File: src/thruster_joystick_mixer_unit_macros.svh
// Assertion macros for the thruster joystick mixer unit.
// Included by the top level; relies on signals clk and arst_n in the including scope.
`ifndef THRUSTER_JOYSTICK_MIXER_UNIT_MACROS_SVH
`define THRUSTER_JOYSTICK_MIXER_UNIT_MACROS_SVH

`ifndef NO_ASSERTIONS
// antecedent implies consequent, checked on every clock edge outside reset
`define TJM_ASSERT_IMPLIES(lbl, ante, cons) \
	lbl: assert property (@(posedge clk) disable iff (!arst_n) (ante) |-> cons) \
		else $error("thruster mixer: implication check failed");
// expression must never be true outside reset
`define TJM_ASSERT_NEVER(lbl, expr) \
	lbl: assert property (@(posedge clk) disable iff (!arst_n) !(expr)) \
		else $error("thruster mixer: forbidden condition seen");
`else
`define TJM_ASSERT_IMPLIES(lbl, ante, cons)
`define TJM_ASSERT_NEVER(lbl, expr)
`endif

`endif

File: src/tjm_pkg.sv
// Package for the thruster joystick mixer: config register map, config struct,
// and fixed arithmetic constants. No dependencies.
package tjm_pkg;

	// stick and speed ranges
	localparam logic signed [7:0] STICK_MAX = 8'sd90;
	localparam logic signed [7:0] STICK_MIN = -8'sd90;
	localparam int unsigned SPEED_SPAN = 180;

	// lanes through the mapping pipeline
	localparam int unsigned NUM_LANES  = 3;
	localparam int unsigned LANE_LIFT  = 0;
	localparam int unsigned LANE_LEFT  = 1;
	localparam int unsigned LANE_RIGHT = 2;

	// reciprocal multiply for divide by 3 (exact for magnitudes below 512)
	localparam int unsigned RECIP3_MUL   = 171;
	localparam int unsigned RECIP3_SHIFT = 9;
	// divide by 180 is a shift by 2 then divide by 45 (exact below 74898)
	localparam int unsigned RECIP45_MUL   = 11651;
	localparam int unsigned RECIP45_SHIFT = 19;

	// config register indexes
	typedef enum logic [2:0] {
		CFG_SPEED_LO     = 3'd0,
		CFG_SPEED_HI     = 3'd1,
		CFG_DEAD_ZONE    = 3'd2,
		CFG_SLOW_LIMIT   = 3'd3,
		CFG_INVERT_LIFT  = 3'd4,
		CFG_INVERT_LEFT  = 3'd5,
		CFG_INVERT_RIGHT = 3'd6
	} cfg_index_t;

	typedef struct packed {
		logic [7:0] speed_lo;
		logic [7:0] speed_hi;
		logic [6:0] dead_zone;
		logic [6:0] slow_limit;
		logic       invert_lift;
		logic       invert_left;
		logic       invert_right;
	} cfg_regs_t;

	localparam cfg_regs_t CFG_RESET = '{
		speed_lo:     8'd0,
		speed_hi:     8'd180,
		dead_zone:    7'd5,
		slow_limit:   7'd45,
		invert_lift:  1'b0,
		invert_left:  1'b0,
		invert_right: 1'b0
	};

endpackage

File: src/thruster_joystick_mixer_unit.sv
// Thruster joystick mixer: each accepted sample passes through the pipeline registers named
// below, and done is registered alongside the speeds that it marks.
// Throughput one sample per cycle; busy is never raised and cfg_ready is always high.
// The rate is set by a five-register pipeline: input, mix with divide by three,
// speed-range multiply, divide by 180, offset and inversion.
// arst_n clears all valid flags and loads the config registers with their reset values.
`include "thruster_joystick_mixer_unit_macros.svh"

module thruster_joystick_mixer_unit
	import tjm_pkg::*;
(
	input  logic              clk,
	input  logic              arst_n,
	// sample request
	input  logic              start,
	output logic              busy,
	input  logic signed [7:0] lift_stick,
	input  logic signed [7:0] forward_stick,
	input  logic signed [7:0] turn_stick,
	input  logic              slow_switch_level,
	// result
	output logic              done,
	output logic [7:0]        lift_speed,
	output logic [7:0]        left_speed,
	output logic [7:0]        right_speed,
	// config write channel
	input  logic              cfg_valid,
	output logic              cfg_ready,
	input  logic [2:0]        cfg_index,
	input  logic [7:0]        cfg_data
);

	// clamp a stick value to the legal range
	function automatic logic signed [7:0] clamp_stick(input logic signed [7:0] v);
		logic signed [7:0] r;
		r = v;
		if (v > STICK_MAX) r = STICK_MAX;
		if (v < STICK_MIN) r = STICK_MIN;
		return r;
	endfunction

	// divide by 3, truncating toward zero; |n| <= 270
	function automatic logic signed [7:0] div3(input logic signed [9:0] n);
		logic        neg;
		logic [8:0]  mag;
		logic [17:0] prod;
		logic [7:0]  q;
		neg  = n[9];
		mag  = neg ? 9'(-n) : n[8:0];
		prod = 18'(mag) * 18'(RECIP3_MUL);
		q    = prod[RECIP3_SHIFT +: 8];
		return neg ? -$signed(q) : $signed(q);
	endfunction

	cfg_regs_t cfg_q;

	logic signed [7:0]  lift_s1, fwd_s1, turn_s1;
	logic               slow_s1, valid_s1;
	logic signed [7:0]  v_s2 [NUM_LANES];
	logic               slow_s2, valid_s2;
	logic signed [17:0] p_s3 [NUM_LANES];
	logic               valid_s3;
	logic signed [8:0]  q_s4 [NUM_LANES];
	logic               valid_s4;
	logic [7:0]         speed_q [NUM_LANES];
	logic               done_q;

	logic               inv [NUM_LANES];
	logic signed [7:0]  mix_v [NUM_LANES];
	logic signed [17:0] prod_c [NUM_LANES];
	logic signed [8:0]  quot_c [NUM_LANES];
	logic [7:0]         speed_c [NUM_LANES];

	assign busy      = 1'b0;
	assign cfg_ready = 1'b1;

	assign inv[LANE_LIFT]  = cfg_q.invert_lift;
	assign inv[LANE_LEFT]  = cfg_q.invert_left;
	assign inv[LANE_RIGHT] = cfg_q.invert_right;

	// config register writes; unknown indexes are dropped
	always_ff @(posedge clk or negedge arst_n) begin
		if (!arst_n) begin
			cfg_q <= CFG_RESET;
		end else if (cfg_valid && cfg_ready) begin
			case (cfg_index)
				CFG_SPEED_LO:     cfg_q.speed_lo     <= cfg_data;
				CFG_SPEED_HI:     cfg_q.speed_hi     <= cfg_data;
				CFG_DEAD_ZONE:    cfg_q.dead_zone    <= cfg_data[6:0];
				CFG_SLOW_LIMIT:   cfg_q.slow_limit   <= cfg_data[6:0];
				CFG_INVERT_LIFT:  cfg_q.invert_lift  <= cfg_data[0];
				CFG_INVERT_LEFT:  cfg_q.invert_left  <= cfg_data[0];
				CFG_INVERT_RIGHT: cfg_q.invert_right <= cfg_data[0];
				default: ;
			endcase
		end
	end

	// stage 1: input register
	always_ff @(posedge clk) begin
		if (start && !busy) begin
			lift_s1 <= lift_stick;
			fwd_s1  <= forward_stick;
			turn_s1 <= turn_stick;
			slow_s1 <= ~slow_switch_level;
		end
	end

	// stage 2: clamp and arcade mix
	always_comb begin
		logic signed [7:0] f, t;
		logic signed [8:0] f9, t9, d9, s9;
		logic signed [9:0] f10, t10, ln, rn;
		logic signed [7:0] ld, rd;
		logic tl, tr, turning, z_sf, z_ff, z_sb, z_fb;
		f   = clamp_stick(fwd_s1);
		t   = clamp_stick(turn_s1);
		f9  = {f[7], f};
		t9  = {t[7], t};
		d9  = $signed({2'b00, cfg_q.dead_zone});
		s9  = $signed({2'b00, cfg_q.slow_limit});
		f10 = {f[7], f[7], f};
		t10 = {t[7], t[7], t};
		tl  = t9 <= -d9;
		tr  = !tl && (t9 >= d9);
		turning = tl || tr;
		// forward zones, tested in priority order
		z_sf = (f9 >= d9) && (f9 <= s9);
		z_ff = !z_sf && (f9 > s9);
		z_sb = !z_sf && !z_ff && (f9 <= -d9) && (f9 >= -s9);
		z_fb = !z_sf && !z_ff && !z_sb && (f9 < -s9);
		// slow zones blend f with 2t, fast zones blend 2f with t
		ln = (z_sf || z_sb) ? (f10 + (t10 <<< 1)) : ((f10 <<< 1) + t10);
		rn = (z_sf || z_sb) ? (f10 - (t10 <<< 1)) : ((f10 <<< 1) - t10);
		ld = div3(ln);
		rd = div3(rn);
		mix_v[LANE_LIFT]  = clamp_stick(lift_s1);
		mix_v[LANE_LEFT]  = f;
		mix_v[LANE_RIGHT] = f;
		if (z_sf) begin
			if (turning) begin
				mix_v[LANE_LEFT]  = ld;
				mix_v[LANE_RIGHT] = rd;
			end
		end else if (z_ff || z_fb) begin
			// fast zones: stall the motor on the inside of the turn
			if (tl) begin
				mix_v[LANE_LEFT]  = z_ff ? 8'sd0 : ld;
				mix_v[LANE_RIGHT] = z_ff ? rd : 8'sd0;
			end else if (tr) begin
				mix_v[LANE_LEFT]  = z_ff ? ld : 8'sd0;
				mix_v[LANE_RIGHT] = z_ff ? 8'sd0 : rd;
			end
		end else if (z_sb) begin
			if (tl) begin
				mix_v[LANE_LEFT]  = ld;
				mix_v[LANE_RIGHT] = 8'sd0;
			end else if (tr) begin
				mix_v[LANE_LEFT]  = 8'sd0;
				mix_v[LANE_RIGHT] = rd;
			end
		end else begin
			// center zone: spin in place or stop
			mix_v[LANE_LEFT]  = turning ? t : 8'sd0;
			mix_v[LANE_RIGHT] = turning ? -t : 8'sd0;
		end
	end

	always_ff @(posedge clk) begin
		v_s2    <= mix_v;
		slow_s2 <= slow_s1;
	end

	// stage 3: halve in slow mode, add 90, then scale by the speed span
	always_comb begin
		logic signed [8:0] span;
		span = $signed({1'b0, cfg_q.speed_hi}) - $signed({1'b0, cfg_q.speed_lo});
		for (int i = 0; i < NUM_LANES; i++) begin
			logic signed [8:0] v9, sum9, h9, u9;
			v9   = {v_s2[i][7], v_s2[i]};
			sum9 = v9 + $signed({8'd0, v_s2[i][7]});
			h9   = slow_s2 ? (sum9 >>> 1) : v9;
			u9   = h9 + 9'sd90;
			prod_c[i] = $signed({1'b0, u9[7:0]}) * span;
		end
	end

	always_ff @(posedge clk) begin
		p_s3 <= prod_c;
	end

	// stage 4: divide by 180 toward zero
	always_comb begin
		for (int i = 0; i < NUM_LANES; i++) begin
			logic        neg;
			logic [17:0] mag18;
			logic [13:0] y;
			logic [28:0] prod;
			logic [7:0]  qa;
			neg   = p_s3[i][17];
			mag18 = neg ? 18'(-p_s3[i]) : 18'(p_s3[i]);
			y     = mag18[15:2];
			prod  = 29'(y) * 29'(RECIP45_MUL);
			qa    = prod[RECIP45_SHIFT +: 8];
			quot_c[i] = neg ? -$signed({1'b0, qa}) : $signed({1'b0, qa});
		end
	end

	always_ff @(posedge clk) begin
		q_s4 <= quot_c;
	end

	// stage 5: add the range offset, optional inversion saturating at zero
	always_comb begin
		for (int i = 0; i < NUM_LANES; i++) begin
			logic signed [9:0]  m10;
			logic signed [10:0] d11;
			m10 = {q_s4[i][8], q_s4[i]} + $signed({2'b00, cfg_q.speed_lo});
			d11 = 11'(SPEED_SPAN) - {m10[9], m10};
			if (inv[i]) begin
				speed_c[i] = d11[10] ? 8'd0 : d11[7:0];
			end else begin
				speed_c[i] = m10[7:0];
			end
		end
	end

	always_ff @(posedge clk) begin
		speed_q <= speed_c;
	end

	// valid flags along the pipeline
	always_ff @(posedge clk or negedge arst_n) begin
		if (!arst_n) begin
			valid_s1 <= 1'b0;
			valid_s2 <= 1'b0;
			valid_s3 <= 1'b0;
			valid_s4 <= 1'b0;
			done_q   <= 1'b0;
		end else begin
			valid_s1 <= start && !busy;
			valid_s2 <= valid_s1;
			valid_s3 <= valid_s2;
			valid_s4 <= valid_s3;
			done_q   <= valid_s4;
		end
	end

	assign done        = done_q;
	assign lift_speed  = speed_q[LANE_LIFT];
	assign left_speed  = speed_q[LANE_LEFT];
	assign right_speed = speed_q[LANE_RIGHT];

	// every accepted request yields exactly one result on done
	`TJM_ASSERT_IMPLIES(a_result_follows, start && !busy, ##5 done)
	`TJM_ASSERT_IMPLIES(a_result_has_request, done, $past(start, 5))
	// inverted left output never exceeds the span
	`TJM_ASSERT_NEVER(a_inv_left_range, done && cfg_q.invert_left && (left_speed > 8'd180))
	// uninverted right output stays inside an upward speed range
	`TJM_ASSERT_IMPLIES(a_right_in_range,
		done && !cfg_q.invert_right && (cfg_q.speed_hi >= cfg_q.speed_lo),
		(right_speed >= cfg_q.speed_lo) && (right_speed <= cfg_q.speed_hi))

endmodule
File: config.mk
export PLATFORM = sky130hd
export DESIGN_NAME = thruster_joystick_mixer_unit
export DESIGN_NICKNAME = d
export VERILOG_FILES = /design/src/tjm_pkg.sv /design/src/thruster_joystick_mixer_unit.sv
export VERILOG_INCLUDE_DIRS = /design/src /design/src/src
export SDC_FILE = /design/constraint.sdc
export NUM_CORES = 2
export LEC_CHECK = 0
export ABC_AREA = 1
export BUFFER_PORTS_ARGS = -buffer_cell sky130_fd_sc_hd__clkbuf_2
export CAP_MARGIN = 20
export CORE_MARGIN = 2
export CORE_UTILIZATION = 65
export DETAILED_ROUTE_END_ITERATION = 16
export PLACE_DENSITY = 0.88
export SLEW_MARGIN = 20
export SYNTH_ARGS = -nofsm -noshare
export SYNTH_HDL_FRONTEND = slang
export SYNTH_SLANG_ARGS = --single-unit
export TNS_END_PERCENT = 5
File: constraint.sdc
create_clock -name clk -period 17.85 [get_ports clk]
set_input_delay 2.6775 -clock clk [delete_from_list [all_inputs] [get_ports clk]]
set_output_delay 2.6775 -clock clk [all_outputs]
set_load 0.03 [all_outputs]
==> reports/metrics.json <==
{
  "status": {"value": "finished clean"},
  "critical_path.max_fanout": {"value": 25},
  "tns": {"value": 0, "unit": "ps"},
  "hold_buffers": {"value": 0},
  "clock_latency": {"value": 510, "unit": "ps"},
  "critPathSlowestCell": {"value": "edfxtp_1"},
  "ys.warnings.count": {"value": 0},
  "via_count": {"value": 26500},
  "globalplace.congestion": {"value": 0.965},
  "grt_pass1_wl": {"value": 124000, "unit": "um"},
  "starting_drt_drc_count": {"value": 1942},
  "port_buffers": {"value": 64},
  "grtUsageTotal": {"value": 0.301},
  "tcrit_tclk_final": {"value": 0.508},
  "initial_util": {"value": 0.656},
  "cts_tree": {"value": "yes"},
  "die_w": {"value": 226, "unit": "um"},
  "std_cell_rows": {"value": 81},
  "ctsResizeCount": {"value": 0},
  "synth.avg_cell_area": {"value": 7.91, "unit": "um^2"},
  "die_area": {"value": 0.0509, "unit": "mm^2"},
  "clock_tree.root_cell": {"value": "clkbuf_16"},
  "clk_transition_reported_paths": {"value": 80, "unit": "ps"},
  "design.final.nets": {"value": 5068},
  "synth_edf_count": {"value": 25},
  "cts-buffers-inserted": {"value": 17},
  "layout-area-overhead-vs-synth": {"value": 4.83, "unit": "%"},
  "io_pins": {"value": 67},
  "worst_path_most_repeated_cell": {"value": "inv_1"},
  "synth_top_flop_cell": {"value": "dfxtp_1"},
  "flops_latches_synth": {"value": 190},
  "post-synth-top-area-fraction": {"value": 0.259},
  "synth_area_leader_cell": {"value": "ha_1"},
  "setup_viol": {"value": 0},
  "critical-path-max-stage-delay": {"value": 770, "unit": "ps"},
  "cp.required": {"value": 18250, "unit": "ps"},
  "route.detailed.drc": {"value": 0},
  "clock-sinks": {"value": 190},
  "fin_util": {"value": 0.687},
  "fin_cells": {"value": 4710},
  "fin_worst_skew": {"value": 15.3, "unit": "ps"},
  "synthTopCellsByArea": {"value": "ha_1 26%, fa_1 18%, inv_1 10%, dfxtp_1 8.0%, nand2_1 7.4%"},
  "synth_cells": {"value": 4034},
  "fp.dieH": {"value": 226, "unit": "um"},
  "worst-endpoint-arrival": {"value": 9470, "unit": "ps"},
  "finalHoldViolCount": {"value": 0},
  "wl_per_cell": {"value": 15.5, "unit": "um"},
  "global_route.overflow_total": {"value": 0},
  "crit_path_end_kind": {"value": "flip-flop"},
  "final_antenna_net_count": {"value": 0},
  "placed_cells_incl_taps": {"value": 4678},
  "achievable-frequency": {"value": 0.110, "unit": "GHz"},
  "max_cap_violations": {"value": 0},
  "drtPass1Iterations": {"value": 6},
  "worst_hold_path_type": {"value": "flip-flop to flip-flop"},
  "period_minus_slack": {"value": 9070, "unit": "ps"},
  "hpwlAfterDp": {"value": 59700, "unit": "um"},
  "number_of_global_route_vias_before_repair": {"value": 27200},
  "count_of_filler_cells_inserted_in_the_layout": {"value": 3670},
  "final_layout_size_suffix_gt1_frac": {"value": 0.0487},
  "slew_violations": {"value": 0},
  "synth-seq-area-share": {"value": 0.133},
  "postCtsSetupBuffers": {"value": 0},
  "synth.cell_area": {"value": 0.0319, "unit": "mm^2"},
  "rsz0062_at_grt": {"value": "false"},
  "antenna_found_initial": {"value": 0},
  "worst_slew_margin_rel": {"value": 0.290},
  "clockBufferDepth": {"value": 2},
  "cts.htree.levels": {"value": 4},
  "postSynth.asyncResetShare": {"value": 0.200},
  "tightest_slew": {"value": 1060, "unit": "ps"},
  "mappedNetlistNets": {"value": 5027},
  "crit_type": {"value": "flip-flop to flip-flop"},
  "grt_start_max_net_pins": {"value": 39},
  "design.core.area": {"value": 0.0486, "unit": "mm^2"},
  "seq_area": {"value": 0.00426, "unit": "mm^2"},
  "antenna_cells": {"value": 0},
  "multiInputGateArea": {"value": 0.0241, "unit": "mm^2"},
  "synth.distinct_cells": {"value": 64},
  "start_kind": {"value": "flip-flop"},
  "route.detailed.vias_per_inst": {"value": 5.62},
  "detail_route.wirelength": {"value": 73200, "unit": "um"}
}
metal layers:
| layer | vias to the layer above | part of all wire | GRT usage |
|---|---|---|---|
| li1 | 12900 | - | - |
| met3 | 263 | 0.067 | 0.0475 |
| met5 | - | 0 | 0 |
| met4 | 0 | 0.046 | 0.139 |
| met1 | 12400 | 0.40 | 0.358 |
| met2 | 997 | 0.48 | 0.531 |
final cells by class:
type	count	area share
repair buffers	71	0.0112
clock buffers	18	0.0128
flip-flops and latches	190	0.127
clock inverters	14	0.00509
well taps	622	0.0233
multi-input cells	2918	0.722
inverters	877	0.0985
metrics by stage:
step | hold slack (ps) | cell area [um^2] | setup WS (ps)
floorplan | 323 | 31900 | 10440
global route | 358 | 33400 | 7950
detailed placement | 336 | 32800 | 8980
global placement | 327 | 32800 | 9290
CTS | 355 | 33400 | 8900
finish | 352 | 33400 | 8780
state kept, by name, indices dropped and copies added, names as in the netlist:
name         count
p_s3            51
cfg_q           33
q_s4            27
v_s2            24
fwd_s1           8
left_speed       8
lift_s1          8
lift_speed       8
right_speed      8
turn_s1          8
done             1
slow_s1          1
slow_s2          1
valid_s1         1
valid_s2         1
valid_s3         1
valid_s4         1
path summary, 6_finish.rpt:
| path | start | to | slack, ps | cells after the start |
|---|---|---|---|---|
| min in group asynchronous | arst_n | cfg_q[27] | 2330 | 1 |
| max | fwd_s1[7] | v_s2[2] | 8780 | 43 |
| max reg2reg | fwd_s1[7] | v_s2[2] | 8780 | 43 |
| min | valid_s1 | valid_s2 | 350 | 0 |
| min reg2reg | valid_s1 | valid_s2 | 350 | 0 |
| max in group asynchronous | arst_n | cfg_q[7] | 14910 | 1 |
cells in the mapped netlist, types with 11 or more instances:
library cell  count
nor3_1           43
fa_1            293
edfxtp_1         25
or2_2            16
inv_1           860
nor2_1          322
clkbuf_1         41
xnor2_1          62
a21oi_1         213
nand2_1         629
ha_1            660
nand4_1          22
o21bai_1         26
a31oi_1          12
dfrtp_1          28
nand2_2          28
inv_2            11
nand3_1         145
xor2_1          151
dfxtp_1         127
o21ai_0         169
critical path, delay by kind of cell (launching register included):
| kind | cells | cell delay, ps |
|---|---|---|
| AND/OR/NAND/NOR | 15 | 2440 |
| AO/OA/AOI/OAI | 9 | 1300 |
| adder cells (fa/ha/maj) | 7 | 2360 |
| buffers and inverters | 10 | 1310 |
| flip-flops | 1 | 770 |
| XOR/XNOR | 2 | 740 |
cells by family (layout without fill, tap and decap cells):
group,Yosys count,count (layout),share of synthesized area
XOR/XNOR,215,215,0.0599
flip-flops,190,190,0.133
multiplexers,1,1,0.000314
buffers and inverters,926,980,0.110
AO/OA/AOI/OAI,489,489,0.0846
other,2,2,0.000235
adder cells (fa/ha/maj),953,953,0.443
AND/OR/NAND/NOR,1258,1258,0.169
cells in the final DEF, fill, tap and decap left out, types with 8 or more instances in the layout:
master     synthesis  routed
a21oi_1          213     213
a31oi_1           12      12
clkbuf_16          0      17
clkbuf_2           0      64
dfrtp_1           28      28
dfstp_2           10      10
dfxtp_1          127     127
edfxtp_1          25      25
fa_1             293     293
ha_1             660     660
inv_1            860     860
inv_2             11      11
nand2_1          629     629
nand2_2           28      28
nand2_4           10      10
nand3_1          145     145
nand3_2           10      10
nand4_1           22      22
nor2_1           322     322
nor3_1            43      43
o211ai_1           9       9
o21a_1             8       8
o21ai_0          169     169
o21ai_1            9       9
o21bai_1          26      26
or2_2             16      16
xnor2_1           62      62
xor2_1           151     151
Power is left out: the tool's default activity adds up to more than one toggle a clock period on the data nets, which glitch-free logic cannot reach.
